## config.mk

```make
export PLATFORM = sky130hd
export DESIGN_NAME = sksrch_round
export DESIGN_NICKNAME = d
export VERILOG_FILES = /design/src/rtl/core/sksrch_pkg.sv /design/src/rtl/core/sksrch_round.sv
export SDC_FILE = /design/constraint.sdc
export NUM_CORES = 1
export LEC_CHECK = 0
export ABC_AREA = 0
export BUFFER_PORTS_ARGS = -buffer_cell sky130_fd_sc_hd__buf_2
export CORE_AREA = 2 2 554 556
export CTS_CLUSTER_SIZE = 30
export DETAILED_ROUTE_END_ITERATION = 16
export DIE_AREA = 0 0 556 558
export PLACE_DENSITY_LB_ADDON = 0.12
export SLEW_MARGIN = 25
export SYNTH_ARGS = -nofsm -noshare
export SYNTH_HDL_FRONTEND = slang
export SYNTH_SLANG_ARGS = --single-unit
export TNS_END_PERCENT = 50
```

## constraint.sdc

```tcl
create_clock -name clk -period 10 [get_ports clk]
set_input_delay 2 -clock clk [delete_from_list [all_inputs] [get_ports clk]]
set_output_delay 2 -clock clk [all_outputs]
set_load 0.1 [all_outputs]
```

## src/rtl/core/sksrch_pkg.sv

```systemverilog
`default_nettype none
package sksrch_pkg;

  localparam int KeyBytes   = 5;
  localparam int Weeks      = 52;
  localparam int CharCount  = 36;
  localparam int Rounds     = 80;
  localparam int DigestLen  = 20;

  typedef enum logic [2:0] {
    REG_START_YEAR   = 3'd0,
    REG_END_YEAR     = 3'd1,
    REG_MATCH_LENGTH = 3'd2,
    REG_MATCH_HIGH   = 3'd3,
    REG_MATCH_MID    = 3'd4,
    REG_MATCH_LOW    = 3'd5
  } cfg_reg_t;

  // Candidate tag that rides along the round chain.
  typedef struct packed {
    logic       found_any;
    logic       finished;
    logic       empty;
    logic [6:0] year;
    logic [5:0] week;
    logic [5:0] c1;
    logic [5:0] c2;
    logic [5:0] c3;
  } cand_t;

  // Working variables plus the sixteen-word schedule window.
  typedef struct packed {
    logic [31:0]       a;
    logic [31:0]       b;
    logic [31:0]       c;
    logic [31:0]       d;
    logic [31:0]       e;
    logic [15:0][31:0] w;
  } rnd_t;

  localparam logic [31:0] H0 = 32'h67452301;
  localparam logic [31:0] H1 = 32'hEFCDAB89;
  localparam logic [31:0] H2 = 32'h98BADCFE;
  localparam logic [31:0] H3 = 32'h10325476;
  localparam logic [31:0] H4 = 32'hC3D2E1F0;

  function automatic logic [7:0] char_code(input logic [5:0] idx);
    logic [7:0] r;
    if (idx < 6'd10) r = 8'h30 + {2'b0, idx};
    else r = 8'h37 + {2'b0, idx};
    return r;
  endfunction

  function automatic logic [7:0] hex_code(input logic [3:0] n);
    logic [7:0] r;
    if (n < 4'd10) r = 8'h30 + {4'b0, n};
    else r = 8'h37 + {4'b0, n};
    return r;
  endfunction

  // Tens digit of a value below 128 (at most 12).
  function automatic logic [7:0] tens_of(input logic [6:0] v);
    logic [7:0] t;
    t = 8'd0;
    for (int i = 1; i <= 12; i++) begin
      if (v >= 7'(10 * i)) t = 8'(i);
    end
    return t;
  endfunction

endpackage
`default_nettype wire

```

## src/rtl/core/sksrch_round.sv

```systemverilog
`default_nettype none
// One SHA-1 round cell: consumes w[0], shifts the schedule window by one word.
module sksrch_round (
  input  wire logic               clk,
  input  wire logic               rst_n,
  input  wire logic               en,
  input  wire logic [6:0]         rnd_idx,
  input  wire logic               vld_in,
  input  wire sksrch_pkg::cand_t  cand_in,
  input  wire sksrch_pkg::rnd_t   st_in,
  output logic                    vld_out,
  output sksrch_pkg::cand_t       cand_out,
  output sksrch_pkg::rnd_t        st_out
);
  import sksrch_pkg::*;

  logic [31:0] f, k, t, wn, wx;
  rnd_t        st_nxt;
  logic        vld_r;
  cand_t       cand_r;
  rnd_t        st_r;

  always_comb begin
    if (rnd_idx < 7'd20) begin
      f = (st_in.b & st_in.c) | (~st_in.b & st_in.d);
      k = 32'h5A827999;
    end else if (rnd_idx < 7'd40) begin
      f = st_in.b ^ st_in.c ^ st_in.d;
      k = 32'h6ED9EBA1;
    end else if (rnd_idx < 7'd60) begin
      f = (st_in.b & st_in.c) | (st_in.b & st_in.d) | (st_in.c & st_in.d);
      k = 32'h8F1BBCDC;
    end else begin
      f = st_in.b ^ st_in.c ^ st_in.d;
      k = 32'hCA62C1D6;
    end
    t  = {st_in.a[26:0], st_in.a[31:27]} + f + st_in.e + k + st_in.w[0];
    wx = st_in.w[13] ^ st_in.w[8] ^ st_in.w[2] ^ st_in.w[0];
    wn = {wx[30:0], wx[31]};
    st_nxt.a = t;
    st_nxt.b = st_in.a;
    st_nxt.c = {st_in.b[1:0], st_in.b[31:2]};
    st_nxt.d = st_in.c;
    st_nxt.e = st_in.d;
    for (int i = 0; i < 15; i++) st_nxt.w[i] = st_in.w[i+1];
    st_nxt.w[15] = wn;
  end

  always_ff @(posedge clk) begin
    if (!rst_n) begin
      vld_r <= 1'b0;
    end else if (en) begin
      vld_r <= vld_in;
    end
    if (en) begin
      cand_r <= cand_in;
      st_r   <= st_nxt;
    end
  end

  assign vld_out  = vld_r;
  assign cand_out = cand_r;
  assign st_out   = st_r;
endmodule
`default_nettype wire

```

Yosys cells after proc, flatten, opt, wreduce, memory -nomap -nowiden. Index checks and enable logic that the tools add are counted.

Add/subtract/negate cells: 4. Order comparisons: 3. Muxes and demuxes: 6. Bitwise gates (word level): 13.

Operators by type and width (number): $mux 32 (5); $xor 32x32->32 (5); $add 32x32->32 (4); $and 32x32->32 (4); $or 32x32->32 (3); $not 32->32 (1); $mux 31 (1); $lt 7x6->1 const B (2); $lt 7x5->1 const B (1).

Register bits: 707.

Logic depth before layout (Yosys ltp).
Word-level depth: 10. Mapped depth: 20.

Worst setup path after synthesis. OpenSTA, ideal clock, no wires.

Kind: input to register. Start: input port rnd_idx[3]. End: register st_r (netlist bit st_out[659]), data pin. Library setup time: 0.263 ns. Data arrival time: 6.253 ns. Required time: 9.737 ns. Setup slack: 3.484 ns. Cell stages on the path: 17. Cells stage by stage: and3_1 -> nor3_1 -> nor2_1 -> clkbuf_1 -> a221oi_1 -> fa_1 -> inv_1 -> fa_1 -> ha_1 -> fa_1 -> a21o_1 -> a221o_1 -> a221oi_2 -> o21bai_1 -> a221o_1 -> a21oi_2 -> xnor2_1.

Word-level cells in the longest chain between the ends: 8.

RTL lines: from (decl) (line sksrch_round.sv:7) `input wire logic [6:0] rnd_idx,`; $lt 7x6->1 (line sksrch_round.sv:30) `end else if (rnd_idx < 7'd60) begin`; $mux 32 (line sksrch_round.sv:30); $mux 32 (line sksrch_round.sv:27) `end else if (rnd_idx < 7'd40) begin`; $mux 32 (line sksrch_round.sv:24) `if (rnd_idx < 7'd20) begin`; $add 32x32->32 (2 in a row) (line sksrch_round.sv:37) `t = {st_in.a[26:0], st_in.a[31:27]} + f + st_in.e + k + st_in.w[0];`; $add 32x32->32 * (2 in a row) (line sksrch_round.sv:37); named net t[19] (line sksrch_round.sv:17) `logic [31:0] f, k, t, wn, wx;`; to (signal assigned) (line sksrch_round.sv:57) `st_r <= st_nxt;`; to (decl) (line sksrch_round.sv:21) `rnd_t st_r;`.

Mark *: on every way through the listed nets, which the timed path passes. The rest lies on a longest branch. A chain may end at the register's enable or synchronous reset.

Final worst setup path.
Start: input port rnd_idx[3]. End: register st_r (netlist bit st_out[670]), data pin.

The elaborated chain is that of the path after synthesis.

==> results by group <==
Floorplan
  • I/O pin total: 1,424
  • Die Area: 0.310 mm²
  • Die X: 556 µm
  • Core Region: 0.305 mm²
  • Initial Util: under 10%
  • Die Span Y: 558 µm
  • Num rows: just over 200

Clock network
  • Clock buffer depth: 4
  • Post-CTS sizing: 0
  • Clock root buffer: clkbuf_16
  • Postcts setup bufs: 0
  • CTS tree: done
  • Skew-Pair Late Insertion Delay: around 760 ps
  • H-tree levels: 3
  • Sinks on Clock Net: between 700 and 800
  • Reg clk slew, reported paths: around 60 ps
  • Num CTS Buffers: 105
  • CTS Hold Buffers Added: 0

Synth
  • Proportion of synthesized area in mux cells: 1.19%
  • Mapped Area: 0.0277 mm²
  • Area share of the largest cell type after synthesis: between 70 and 80%
  • Synth Instances: 1,461
  • Compound-Gate Fraction of Synth Area: approximately 3.1%
  • Asr flop ratio synth: 0%
  • Synth Area in Adders: between 10% and 20%
  • Yosys cell types: around 50
  • Syn nets: 2,335
  • Area leader, netlist: edfxtp_1
  • Largest cells by area after synthesis: edfxtp_1 (77%), fa_1 (8.7%), xnor2_1 (2.7%)
  • Largest family of logic cells by synthesized area: adder cells
  • Seq/Total Area, Yosys: approximately three quarters
  • Post-Synth XOR/XNOR Area: 4.05%
  • EDFF count, synth: between 700 and 800
  • Synthesized area per cell: 19.0 µm²
  • Top FF cell, synth: edfxtp_1
  • Simple-Gate Fraction of Synth Area: 1.93%
  • Ys Warns: 0
  • Synthesized flop and latch total: just over 700

Route
  • Final wirelength: 198 mm
  • Drt pass-1 iters: 5
  • Initial drt markers: 977
  • Vias: about 20,000
  • Detailed-route DRC error count: 0
  • Routed WL per cell: 27.9 µm
  • Vias/cell: about 2.8
  • DRT antenna net count: 0

Critical path
  • Crit path capture type: register
  • WP data arrival: around 7400 ps
  • CP Class: in2reg
  • Critical-path cell list: buf_2 > and3_1 > nor3_2 > buf_4 > nor2_4 > buf_4 > a221o_1 > fa_1 > inv_1 > fa_1 > inv_1 > ha_1 > a21oi_1 > o221ai_1 > a221oi_2 > a21oi_1 > a2111oi_2 > o31ai_1 > xor2_1
  • Largest stage delay, worst path: 680 ps
  • Critical path's slowest cell: a2111oi_2
  • Setup crit start kind: primary input
  • Max Fanout on Critical Path: 15
  • Worst r2r src: vld_out
  • Worst Path Required: 10,510 ps
  • Crit. Startpoint: rnd_idx[3]

Power and ir drop
  • P per Cell Area: 282 mW/mm²
  • P_leak: 17.4 nW
  • Peak supply drop: between 0.1 and 0.15 mV

STA
  • Pins Over Slew Limit: 0
  • Final setup fails: 0
  • RSZ-0062 raised after global routing: no
  • Final hold vios: 0
  • Worst Max-Slew Pin Slew: between 1000 and 1500 ps
  • Fmax: 145 MHz
  • Layout Skew: 0 ps
  • Final setup TNS: 0 ps
  • Tcrit/Tclk final: around 70%
  • Min Tclk post-route: 6900 ps
  • Rel. slew slack: 32.3%

Final layout
  • Nets: 3,859
  • Fill cells: roughly 34,000
  • Post-route cell area: 0.0434 mm²
  • Area growth from synthesis to layout: 56.9%
  • Share of cells above drive strength 1: 52.2%
  • Final core utilization: about 14%
  • Most frequent cells in the layout: buf_2 (1,420), edfxtp_1 (706), inv_1 (180)
  • Commonest non-fill, non-tap cell in the layout: buf_2

Global routing
  • Gr usage total: 12.2%
  • Largest net degree at the start of global routing: 140
  • Most Crowded Layer GR: met2
  • Grt met3 use: 6.31%
  • Initial antenna violation count: 189
  • Global-route wire length before repair: ~240 mm
  • Met1 usage: 12.6%
  • GR Overflow Total: 0
  • Vias in the first global route: ~21,000
  • Met2 Use GR: 21.9%

Place
  • Post-DP HPWL: 168 mm
  • Routability-driven placement congestion ratio: between 0.7 and 0.8
  • Number of buffers added on ports: about 1,400
  • Post-DP Area: 0.0399 mm²

Run
  • Max_cap viols: 0

Hold path
  • Min-delay src: vld_out
  • Type of the worst min-delay path: reg2reg

Status
  • Status: completed
## final cells by class
type | instances | area (µm²) | share of cell area [%]
flip-flops and latches | 707 | 21200 | 48.8
clock inverters | 56 | 646 | 1.49
inverters | 181 | 682 | 1.57
well taps | 3997 | 5000 | 11.5
multi-input cells | 553 | 5730 | 13.2
clock buffers | 132 | 2760 | 6.35
repair buffers | 1437 | 7300 | 16.8
diodes | 43 | 108 | 0.248
## worst max-delay path: cells and delay by family
family / cells / cell delay, ps
buffers and inverters: 5 / 740
AO/OA/AOI/OAI: 7 / 2540
AND/OR/NAND/NOR: 3 / 440
XOR/XNOR: 1 / 160
adder cells (fa/ha/maj): 3 / 1450
## power by group
part / total [W] / internal [W] / switching (W) / leakage, nW
clock: 0.00383 / 0.00228 / 0.00156 / 1.65
sequential: 0.00378 / 0.00368 / 0.000102 / 6.92
combinational: 0.00465 / 0.000926 / 0.00372 / 8.85
## Yosys cell counts (all sizes together), types with 2 or more instances
cell     instances
xnor2           86
edfxtp         706
nor2b            6
buf              5
clkbuf          15
nor3b            3
a211oi           3
o221ai           4
a21o             9
o22ai           10
fa             120
mux2             8
a2111oi          5
a21oi           27
nand3           10
o21ai           12
nand2           24
a31oi            5
nand4            3
xor2            42
nor3             9
o31ai            2
inv            181
nor2            56
and3             5
a221o           15
o211ai           4
a221oi           9
ha              37
o21bai           2
mux2i           24
## final timing paths
kind | endpoint | slack (ps) | depth (start not counted)
setup / recovery | st_out[670] | 3100 | 19
hold reg to reg | vld_out | 530 | 2
hold / removal | vld_out | 530 | 2
setup reg to reg | vld_out | 9400 | 2
## metal layers
metal / vias to the layer above / part of all wire (%)
met5: - / 0.41
met4: 124 / 2.2
met3: 320 / 12
met2: 1111 / 51
met1: 9969 / 35
li1: 8452 / -
## cell families (layout without fill, tap and decap cells)
family,after synthesis,in the layout
fa+ha+maj,157,157
mux,32,32
other cells,0,43
compound gates,116,116
xor+xnor,128,128
flops,707,707
buf+inv,201,1806
simple gates,120,120
## per-stage QoR
stage / worst slack [ps] / hold slack (ps) / total power [W] / cells
after floorplan: 3480 / 981 / 0.00714 / 1461
after global placement: 1850 / 509 / 0.00863 / 6875
after detailed placement: 2150 / 527 / 0.00860 / 6875
after CTS: 3040 / 541 / 0.0126 / 7063
after global routing: 2760 / 564 / 0.0129 / 7070
final: 3100 / 527 / 0.0123 / 7106
## registers in the layout, indices dropped and copies added, names as in the netlist
signal    count
st_out      672
vld_out       1
cand_out     34
Note: power is estimated with default switching activity, not from simulation.
