==> src/rtl/core/sksrch_pkg.sv <==
`default_nettype none
package sksrch_pkg;

  localparam int KeyBytes   = 5;
  localparam int Weeks      = 52;
  localparam int CharCount  = 36;
  localparam int Rounds     = 80;
  localparam int DigestLen  = 20;

  typedef enum logic [2:0] {
    REG_START_YEAR   = 3'd0,
    REG_END_YEAR     = 3'd1,
    REG_MATCH_LENGTH = 3'd2,
    REG_MATCH_HIGH   = 3'd3,
    REG_MATCH_MID    = 3'd4,
    REG_MATCH_LOW    = 3'd5
  } cfg_reg_t;

  // Candidate tag that rides along the round chain.
  typedef struct packed {
    logic       found_any;
    logic       finished;
    logic       empty;
    logic [6:0] year;
    logic [5:0] week;
    logic [5:0] c1;
    logic [5:0] c2;
    logic [5:0] c3;
  } cand_t;

  // Working variables plus the sixteen-word schedule window.
  typedef struct packed {
    logic [31:0]       a;
    logic [31:0]       b;
    logic [31:0]       c;
    logic [31:0]       d;
    logic [31:0]       e;
    logic [15:0][31:0] w;
  } rnd_t;

  localparam logic [31:0] H0 = 32'h67452301;
  localparam logic [31:0] H1 = 32'hEFCDAB89;
  localparam logic [31:0] H2 = 32'h98BADCFE;
  localparam logic [31:0] H3 = 32'h10325476;
  localparam logic [31:0] H4 = 32'hC3D2E1F0;

  function automatic logic [7:0] char_code(input logic [5:0] idx);
    logic [7:0] r;
    if (idx < 6'd10) r = 8'h30 + {2'b0, idx};
    else r = 8'h37 + {2'b0, idx};
    return r;
  endfunction

  function automatic logic [7:0] hex_code(input logic [3:0] n);
    logic [7:0] r;
    if (n < 4'd10) r = 8'h30 + {4'b0, n};
    else r = 8'h37 + {4'b0, n};
    return r;
  endfunction

  // Tens digit of a value below 128 (at most 12).
  function automatic logic [7:0] tens_of(input logic [6:0] v);
    logic [7:0] t;
    t = 8'd0;
    for (int i = 1; i <= 12; i++) begin
      if (v >= 7'(10 * i)) t = 8'(i);
    end
    return t;
  endfunction

endpackage
`default_nettype wire

==> src/rtl/core/sksrch_enum.sv <==
`default_nettype none
// Candidate enumerator and serial builder: emits at most one message block per transaction.
module sksrch_enum (
  input  wire logic              clk,
  input  wire logic              rst_n,
  input  wire logic              take,
  input  wire logic              restart,
  input  wire logic [6:0]        first_year,
  input  wire logic [6:0]        last_year,
  input  wire logic [4:0]        match_length,
  output logic                   vld,
  output sksrch_pkg::cand_t      cand,
  output sksrch_pkg::rnd_t       st
);
  import sksrch_pkg::*;

  logic [6:0] year_r, year_nxt;
  logic [5:0] week_r, week_nxt;
  logic [5:0] c1_r, c1_nxt, c2_r, c2_nxt, c3_r, c3_nxt;
  logic       exh_r, exh_nxt;
  logic       test, empty, last;
  logic [7:0] yt, yu, wt, wu, k1, k2, k3;
  logic [95:0] serial;

  localparam logic [5:0] CMax = 6'(CharCount - 1);
  localparam logic [5:0] WMax = 6'(Weeks);

  always_comb begin
    year_nxt = year_r; week_nxt = week_r;
    c1_nxt = c1_r; c2_nxt = c2_r; c3_nxt = c3_r;
    exh_nxt = exh_r;
    test = 1'b0; empty = 1'b0;
    if (restart) begin
      year_nxt = first_year; week_nxt = 6'd1;
      c1_nxt = 6'd0; c2_nxt = 6'd0; c3_nxt = 6'd0;
      empty = first_year > last_year;
      test = !empty;
      exh_nxt = empty;
    end else if (!exh_r) begin
      test = 1'b1;
      if (c3_r < CMax) c3_nxt = c3_r + 6'd1;
      else begin
        c3_nxt = 6'd0;
        if (c2_r < CMax) c2_nxt = c2_r + 6'd1;
        else begin
          c2_nxt = 6'd0;
          if (c1_r < CMax) c1_nxt = c1_r + 6'd1;
          else begin
            c1_nxt = 6'd0;
            if (week_r >= WMax) begin
              week_nxt = 6'd1;
              year_nxt = year_r + 7'd1;
            end else week_nxt = week_r + 6'd1;
          end
        end
      end
    end
    last = test && year_nxt >= last_year && week_nxt >= WMax &&
           c1_nxt >= CMax && c2_nxt >= CMax && c3_nxt >= CMax;
    if (last) exh_nxt = 1'b1;
  end

  always_ff @(posedge clk) begin
    if (!rst_n) begin
      year_r <= 7'd0; week_r <= 6'd1;
      c1_r <= 6'd0; c2_r <= 6'd0; c3_r <= 6'd0;
      exh_r <= 1'b1;
    end else if (take) begin
      year_r <= year_nxt; week_r <= week_nxt;
      c1_r <= c1_nxt; c2_r <= c2_nxt; c3_r <= c3_nxt;
      exh_r <= exh_nxt;
    end
  end

  always_comb begin
    yt = tens_of(year_nxt);
    yu = 8'(year_nxt - 7'(yt * 8'd10));
    wt = tens_of({1'b0, week_nxt});
    wu = 8'({1'b0, week_nxt} - 7'(wt * 8'd10));
    k1 = char_code(c1_nxt); k2 = char_code(c2_nxt); k3 = char_code(c3_nxt);
    serial = {8'h43, 8'h50, yt | 8'h30, yu | 8'h30, wt + 8'h30, wu + 8'h30,
              hex_code(k1[7:4]), hex_code(k1[3:0]), hex_code(k2[7:4]),
              hex_code(k2[3:0]), hex_code(k3[7:4]), hex_code(k3[3:0])};
    st.a = H0; st.b = H1; st.c = H2; st.d = H3; st.e = H4;
    st.w[0] = serial[95:64]; st.w[1] = serial[63:32]; st.w[2] = serial[31:0];
    st.w[3] = 32'h80000000;
    for (int i = 4; i < 15; i++) st.w[i] = 32'd0;
    st.w[15] = 32'd96;
    // A result is certain when every candidate matches or the range ends.
    cand.found_any = (match_length == 5'd0) && test;
    cand.finished  = last || empty;
    cand.empty     = empty;
    cand.year  = empty ? 7'd0 : year_nxt;
    cand.week  = empty ? 6'd0 : week_nxt;
    cand.c1    = empty ? 6'd0 : c1_nxt;
    cand.c2    = empty ? 6'd0 : c2_nxt;
    cand.c3    = empty ? 6'd0 : c3_nxt;
    vld = take && (test || empty);
  end
endmodule
`default_nettype wire

==> config.mk <==
export PLATFORM = sky130hd
export DESIGN_NAME = sksrch_enum
export DESIGN_NICKNAME = d
export VERILOG_FILES = /design/src/rtl/core/sksrch_pkg.sv /design/src/rtl/core/sksrch_enum.sv
export SDC_FILE = /design/constraint.sdc
export NUM_CORES = 1
export LEC_CHECK = 0
export ABC_AREA = 1
export BUFFER_PORTS_ARGS = -buffer_cell sky130_fd_sc_hd__buf_2
export CORE_AREA = 4 4 283 285
export CTS_CLUSTER_SIZE = 25
export DETAILED_ROUTE_END_ITERATION = 10
export DIE_AREA = 0 0 287 289
export MAX_ROUTING_LAYER = met4
export PLACE_DENSITY = 0.31
export SETUP_SLACK_MARGIN = 0.05
export SLEW_MARGIN = 20
export SYNTH_ARGS = -nofsm -noshare
export SYNTH_HDL_FRONTEND = slang
export SYNTH_SLANG_ARGS = --single-unit
==> constraint.sdc <==
create_clock -name clk -period 6.5 [get_ports clk]
set_clock_uncertainty 0.1 [all_clocks]
set_input_delay 0.975 -clock clk [delete_from_list [all_inputs] [get_ports clk]]
set_output_delay 0.975 -clock clk [all_outputs]
set_load 0.01 [all_outputs]
== Yosys cells after proc, flatten, opt, wreduce, memory -nomap -nowiden ==
Cells that the tools add are included.
Cells by class
  $add $sub $neg: 27
  div/mod/pow operators: 0
  reductions and logical operators: 13
  shift-type cells: 0
  bitwise logic cells: 0
  muxes and demuxes: 67
  multipliers: 2
  magnitude comparators: 43
  equality and inequality tests: 0
Operator list (count)
  $mux 8: 22
  $mux 6: 22
  $mux 7: 16
  $add 6x4->7 const A: 12
  $ge 6x6->1 const B: 8
  $add 6x6->7 const A: 6
  $ge 6x7->1 const B: 6
  $ge 7x7->1 const B: 6
  $add 6x1->6 const B: 4
  $lt 4x4->1 const B: 6
  $ge 7x6->1 const B: 3
  $lt 6x4->1 const B: 3
  $lt 6x6->1 const B: 3
  $add 8x6->8 const B: 2
  $mul 8x3->6 const B: 2
  $ge 7x5->1 const B: 2
  $ge 6x5->1 const B: 2
  $sub 6x7->8: 1
  $sub 7x7->8: 1
  $add 7x1->7 const B: 1
  $ge 7x4->1 const B: 1
  $ge 7x7->1: 1
  $gt 7x7->1: 1
  $logic_and 1x1->1: 7
  other kinds (7): 14
Storage, ports and cells
  logic and storage cells: 158
  output and inout port bits: 707
  bits in latches: 0
  register bits after elaboration: 32
  memory bits (read-only): 0
  RAM bits: 0
  memories kept: 0
  bits of input ports: 23

== Depth between registers and ports, before layout ==
  word-level depth: 23
  depth in mapped cells: 33
  mapped depth without buffers: 32

== Worst setup path after synthesis ==
OpenSTA, ideal clock, no wires.
  path kind: input -> output
  from: input restart
  to: output st[55] (netlist bit)
  buffers on the path: 0
  stages on the path: 18
  setup slack: 1.235 ns
  data required time: 5.425 ns
  arrival time: 4.190 ns
  cell sequence: nor2_2 -> inv_2 -> o21ai_0 -> inv_1 -> a21oi_1 -> inv_1 -> o21ai_1 -> a21oi_1 -> ha_1 -> ha_1 -> ha_1 -> inv_1 -> ha_1 -> a21oi_1 -> o31ai_1 -> inv_1 -> nor2_1 -> nor3_1
RTL lines
  from (decl): line sksrch_enum.sv:7  | input wire logic restart,
  to (decl): line sksrch_enum.sv:13  | output sksrch_pkg::rnd_t st

==> out/metrics.yaml <==
grt_pass1_vias: 5395
clk_pin_slew_ns: 0.06
startpoint: "c3_r[1]$_SDFFE_PN0P_"
pin_count: 730
layout_common_cells: "621 x conb_1, 110 x inv_1, 108 x buf_2"
ys_seq_area_share_pct: 7.03
hold_class: "flop to flop"
dieArea_mm2: 0.0829
stdcell_area_mm2: 0.00878
critPathArrivalTime_ns: 4.84
max_cap_violations: 0
place_congestion: 0.733
power_mw: 1.02
hold_path_end: "week_r[0]$_SDFFE_PN1P_"
rr_startpoint: "c3_r[1]$_SDFFE_PN0P_"
final_common_cell: "conb_1"
hold_viol: 0
critPathLaunchType: "flop"
cp_max_fo: 9
cts-root-buf: "clkbuf_16"
yosysTopAreaCell: "buf_4"
dp_hpwl_mm: 22.7
clkSinkCount: 32
detail-route-antenna-nets: 0
synthCells: 1301
final.min_clock_period_ns: 5.92
antenna_found_initial: 2
finalSetupViolCount: 0
routed_wirelength_mm: 25.0
cts_buffer_depth: 2
worst_pin_slew_ns: 0.771
clk_latency_ns: 0.28
yosys-top-cells-area: "buf_4 51%, ha_1 7.8%, dfxtp_1 7.0%"
rsz0062_at_grt: "false"
yosysWarningCount: 0
whs_path_depth: 2
tritoncts: "done"
die_w_um: 287
globalRouteOverflowTotal: 0
slowest_stage: "nor2_1"
r2r_end: "exh_r$_SDFFE_PN1P_"
initial_utilization_pct: 11.8
setup_tns_ns: 0
fin_crit_sh_pct: 91.1
drtIter0Drc: 212
cts_buffers: 5
nNetsFinal: 1497
syn-cell-area_mm2: 0.00911
status: "complete, no violations"
grt_pass1_wl_mm: 33.3
maxSlewViolCount: 0
fmax_ghz: 0.169
io_buffers: 108
powerDensity_mw_per_mm2: 117
dpl_cell_area_mm2: 0.00860
synth_edf_count: 0
num_vias: 6116
coreArea_mm2: 0.0773
drt_first_pass_iters: 4
via_per_inst: 2.49
ir_drop_mv: 0.0707
yosys.area.top_type_share_pct: 51.3
cts_hold_buffers: 0
ys_types: 51
synth_area_per_cell_um2: 7.00
drive_gt1_share_pct: 14.0
grt_usage_pct: 5.34
wl_per_cell_um: 10.2
yosys_register_bits: 32
htree_levels: 2
crit_type: "flop to output pin"
slew_headroom_pct: 48.2
min-delay-start: "week_r[0]$_SDFFE_PN1P_"
yosys_most_used_dff: "dfxtp_1"
drc: 0
r2r_cells: 21
die_h_um: 289
num_rows: 102
max_stage_delay_ns: 0.50
synthArstFlopShare_pct: 0
areaGrowthSynthToFinish_pct: -3.58
worstSetupEndpointType: "output pin"
fill_cells: 9163
leakage_nw: 4.90
grt_max_degree: 51
r2r_setup_slack_ns: 2.99
cp.required_ns: 5.42
## state kept, by name (all words and copies together) (netlist names)
| register | cells |
|---|---|
| c1_r | 6 |
| c2_r | 6 |
| c3_r | 6 |
| exh_r | 1 |
| week_r | 6 |
| year_r | 7 |
## worst max-delay path, delay by kind of cell (launching register included)
kind,cells,cell delay [ns]
compound gates,6,0.91
flops,1,0.37
buf+inv,8,0.82
fa+ha+maj,5,1.20
simple gates,8,1.27
## layout make-up
type	count	area (um^2)	share of cell area, %
multi-input combinational	1123	5570	63.4
tap	1040	1300	14.8
sequential	32	641	7.29
timing repair buffer	120	631	7.18
inverter	131	503	5.73
clock buffer	6	129	1.47
clock inverter	1	5.00	0.0570
antenna	2	5.00	0.0570
## synthesized netlist by cell type (2+ instances only)
| master | number |
|---|---|
| o211ai_1 | 8 |
| ha_1 | 57 |
| and3_1 | 2 |
| buf_4 | 623 |
| nand2_1 | 99 |
| dfxtp_1 | 32 |
| xor2_1 | 21 |
| or2_2 | 4 |
| o21ai_0 | 45 |
| o31ai_1 | 3 |
| conb_1 | 2 |
| nor3b_1 | 2 |
| nand3b_1 | 2 |
| a21o_1 | 3 |
| nand2_2 | 17 |
| o21ai_1 | 8 |
| nand3_2 | 3 |
| mux2i_1 | 2 |
| inv_2 | 14 |
| xnor2_1 | 6 |
| clkinv_1 | 3 |
| xor2_2 | 4 |
| inv_4 | 2 |
| nand3_1 | 36 |
| nand4_1 | 8 |
| or2_1 | 2 |
| a21oi_2 | 2 |
| inv_1 | 110 |
| clkbuf_1 | 8 |
| fa_1 | 4 |
| nor2_1 | 66 |
| a21oi_1 | 57 |
| nor3_1 | 12 |
| nor2_8 | 2 |
| nor2_2 | 3 |
| nand2_4 | 6 |
| buf_2 | 2 |
| a31oi_1 | 4 |
| nor2_4 | 5 |
## worst max-delay path by stage
| stage | endpoint | depth (start not counted) | slack [ns] |
|---|---|---|---|
| final | st[55] | 27 | 0.58 |
| after global routing | st[6] | 26 | 0.09 |
| after CTS | st[55] | 30 | 0.33 |
| after detailed placement | st[55] | 30 | 0.66 |
| after global placement | st[55] | 21 | 0.64 |
| after floorplan | st[55] | 18 | 1.24 |
## stage by stage
step	instances	worst slack (ns)	util, %	hold slack, ns
after CTS	2448	0.335	11.3	0.453
after detailed placement	2441	0.665	11.1	0.446
after floorplan	1920	1.24	-	0.396
after global placement	2441	0.636	11.1	0.452
final	2455	0.580	11.4	0.455
after global routing	2455	0.0863	11.4	0.487
## kinds of logic after synthesis
group	Yosys count	share of synthesized area, %
buffers and inverters	765	57.4
flip-flops	32	7.03
AND/OR/NAND/NOR	273	14.9
AO/OA/AOI/OAI	135	8.35
multiplexers	2	0.220
other	2	0.0824
XOR/XNOR	31	3.31
adder cells (fa/ha/maj)	61	8.71
## metal layers
layer  part of all wire [%]  GRT usage, %  wire (um)
met2                     55          10.2      13900
met3                    8.2          1.18       2070
met4                    1.0         0.919        251
met1                     35          5.70       8850
met5                      0             -          0
## what timing repair did
action                     4_1_cts  5_1_grt
resized for setup                0        2
setup buffers                    0        5
setup endpoints to repair        0        5
hold endpoints to repair         0        0
## power breakdown
group          switching (mW)  internal [mW]  total (mW)
registers              0.0130          0.208       0.221
clock network          0.0926          0.139       0.232
logic                   0.424          0.146       0.571
(Power assumes the default switching activity.)
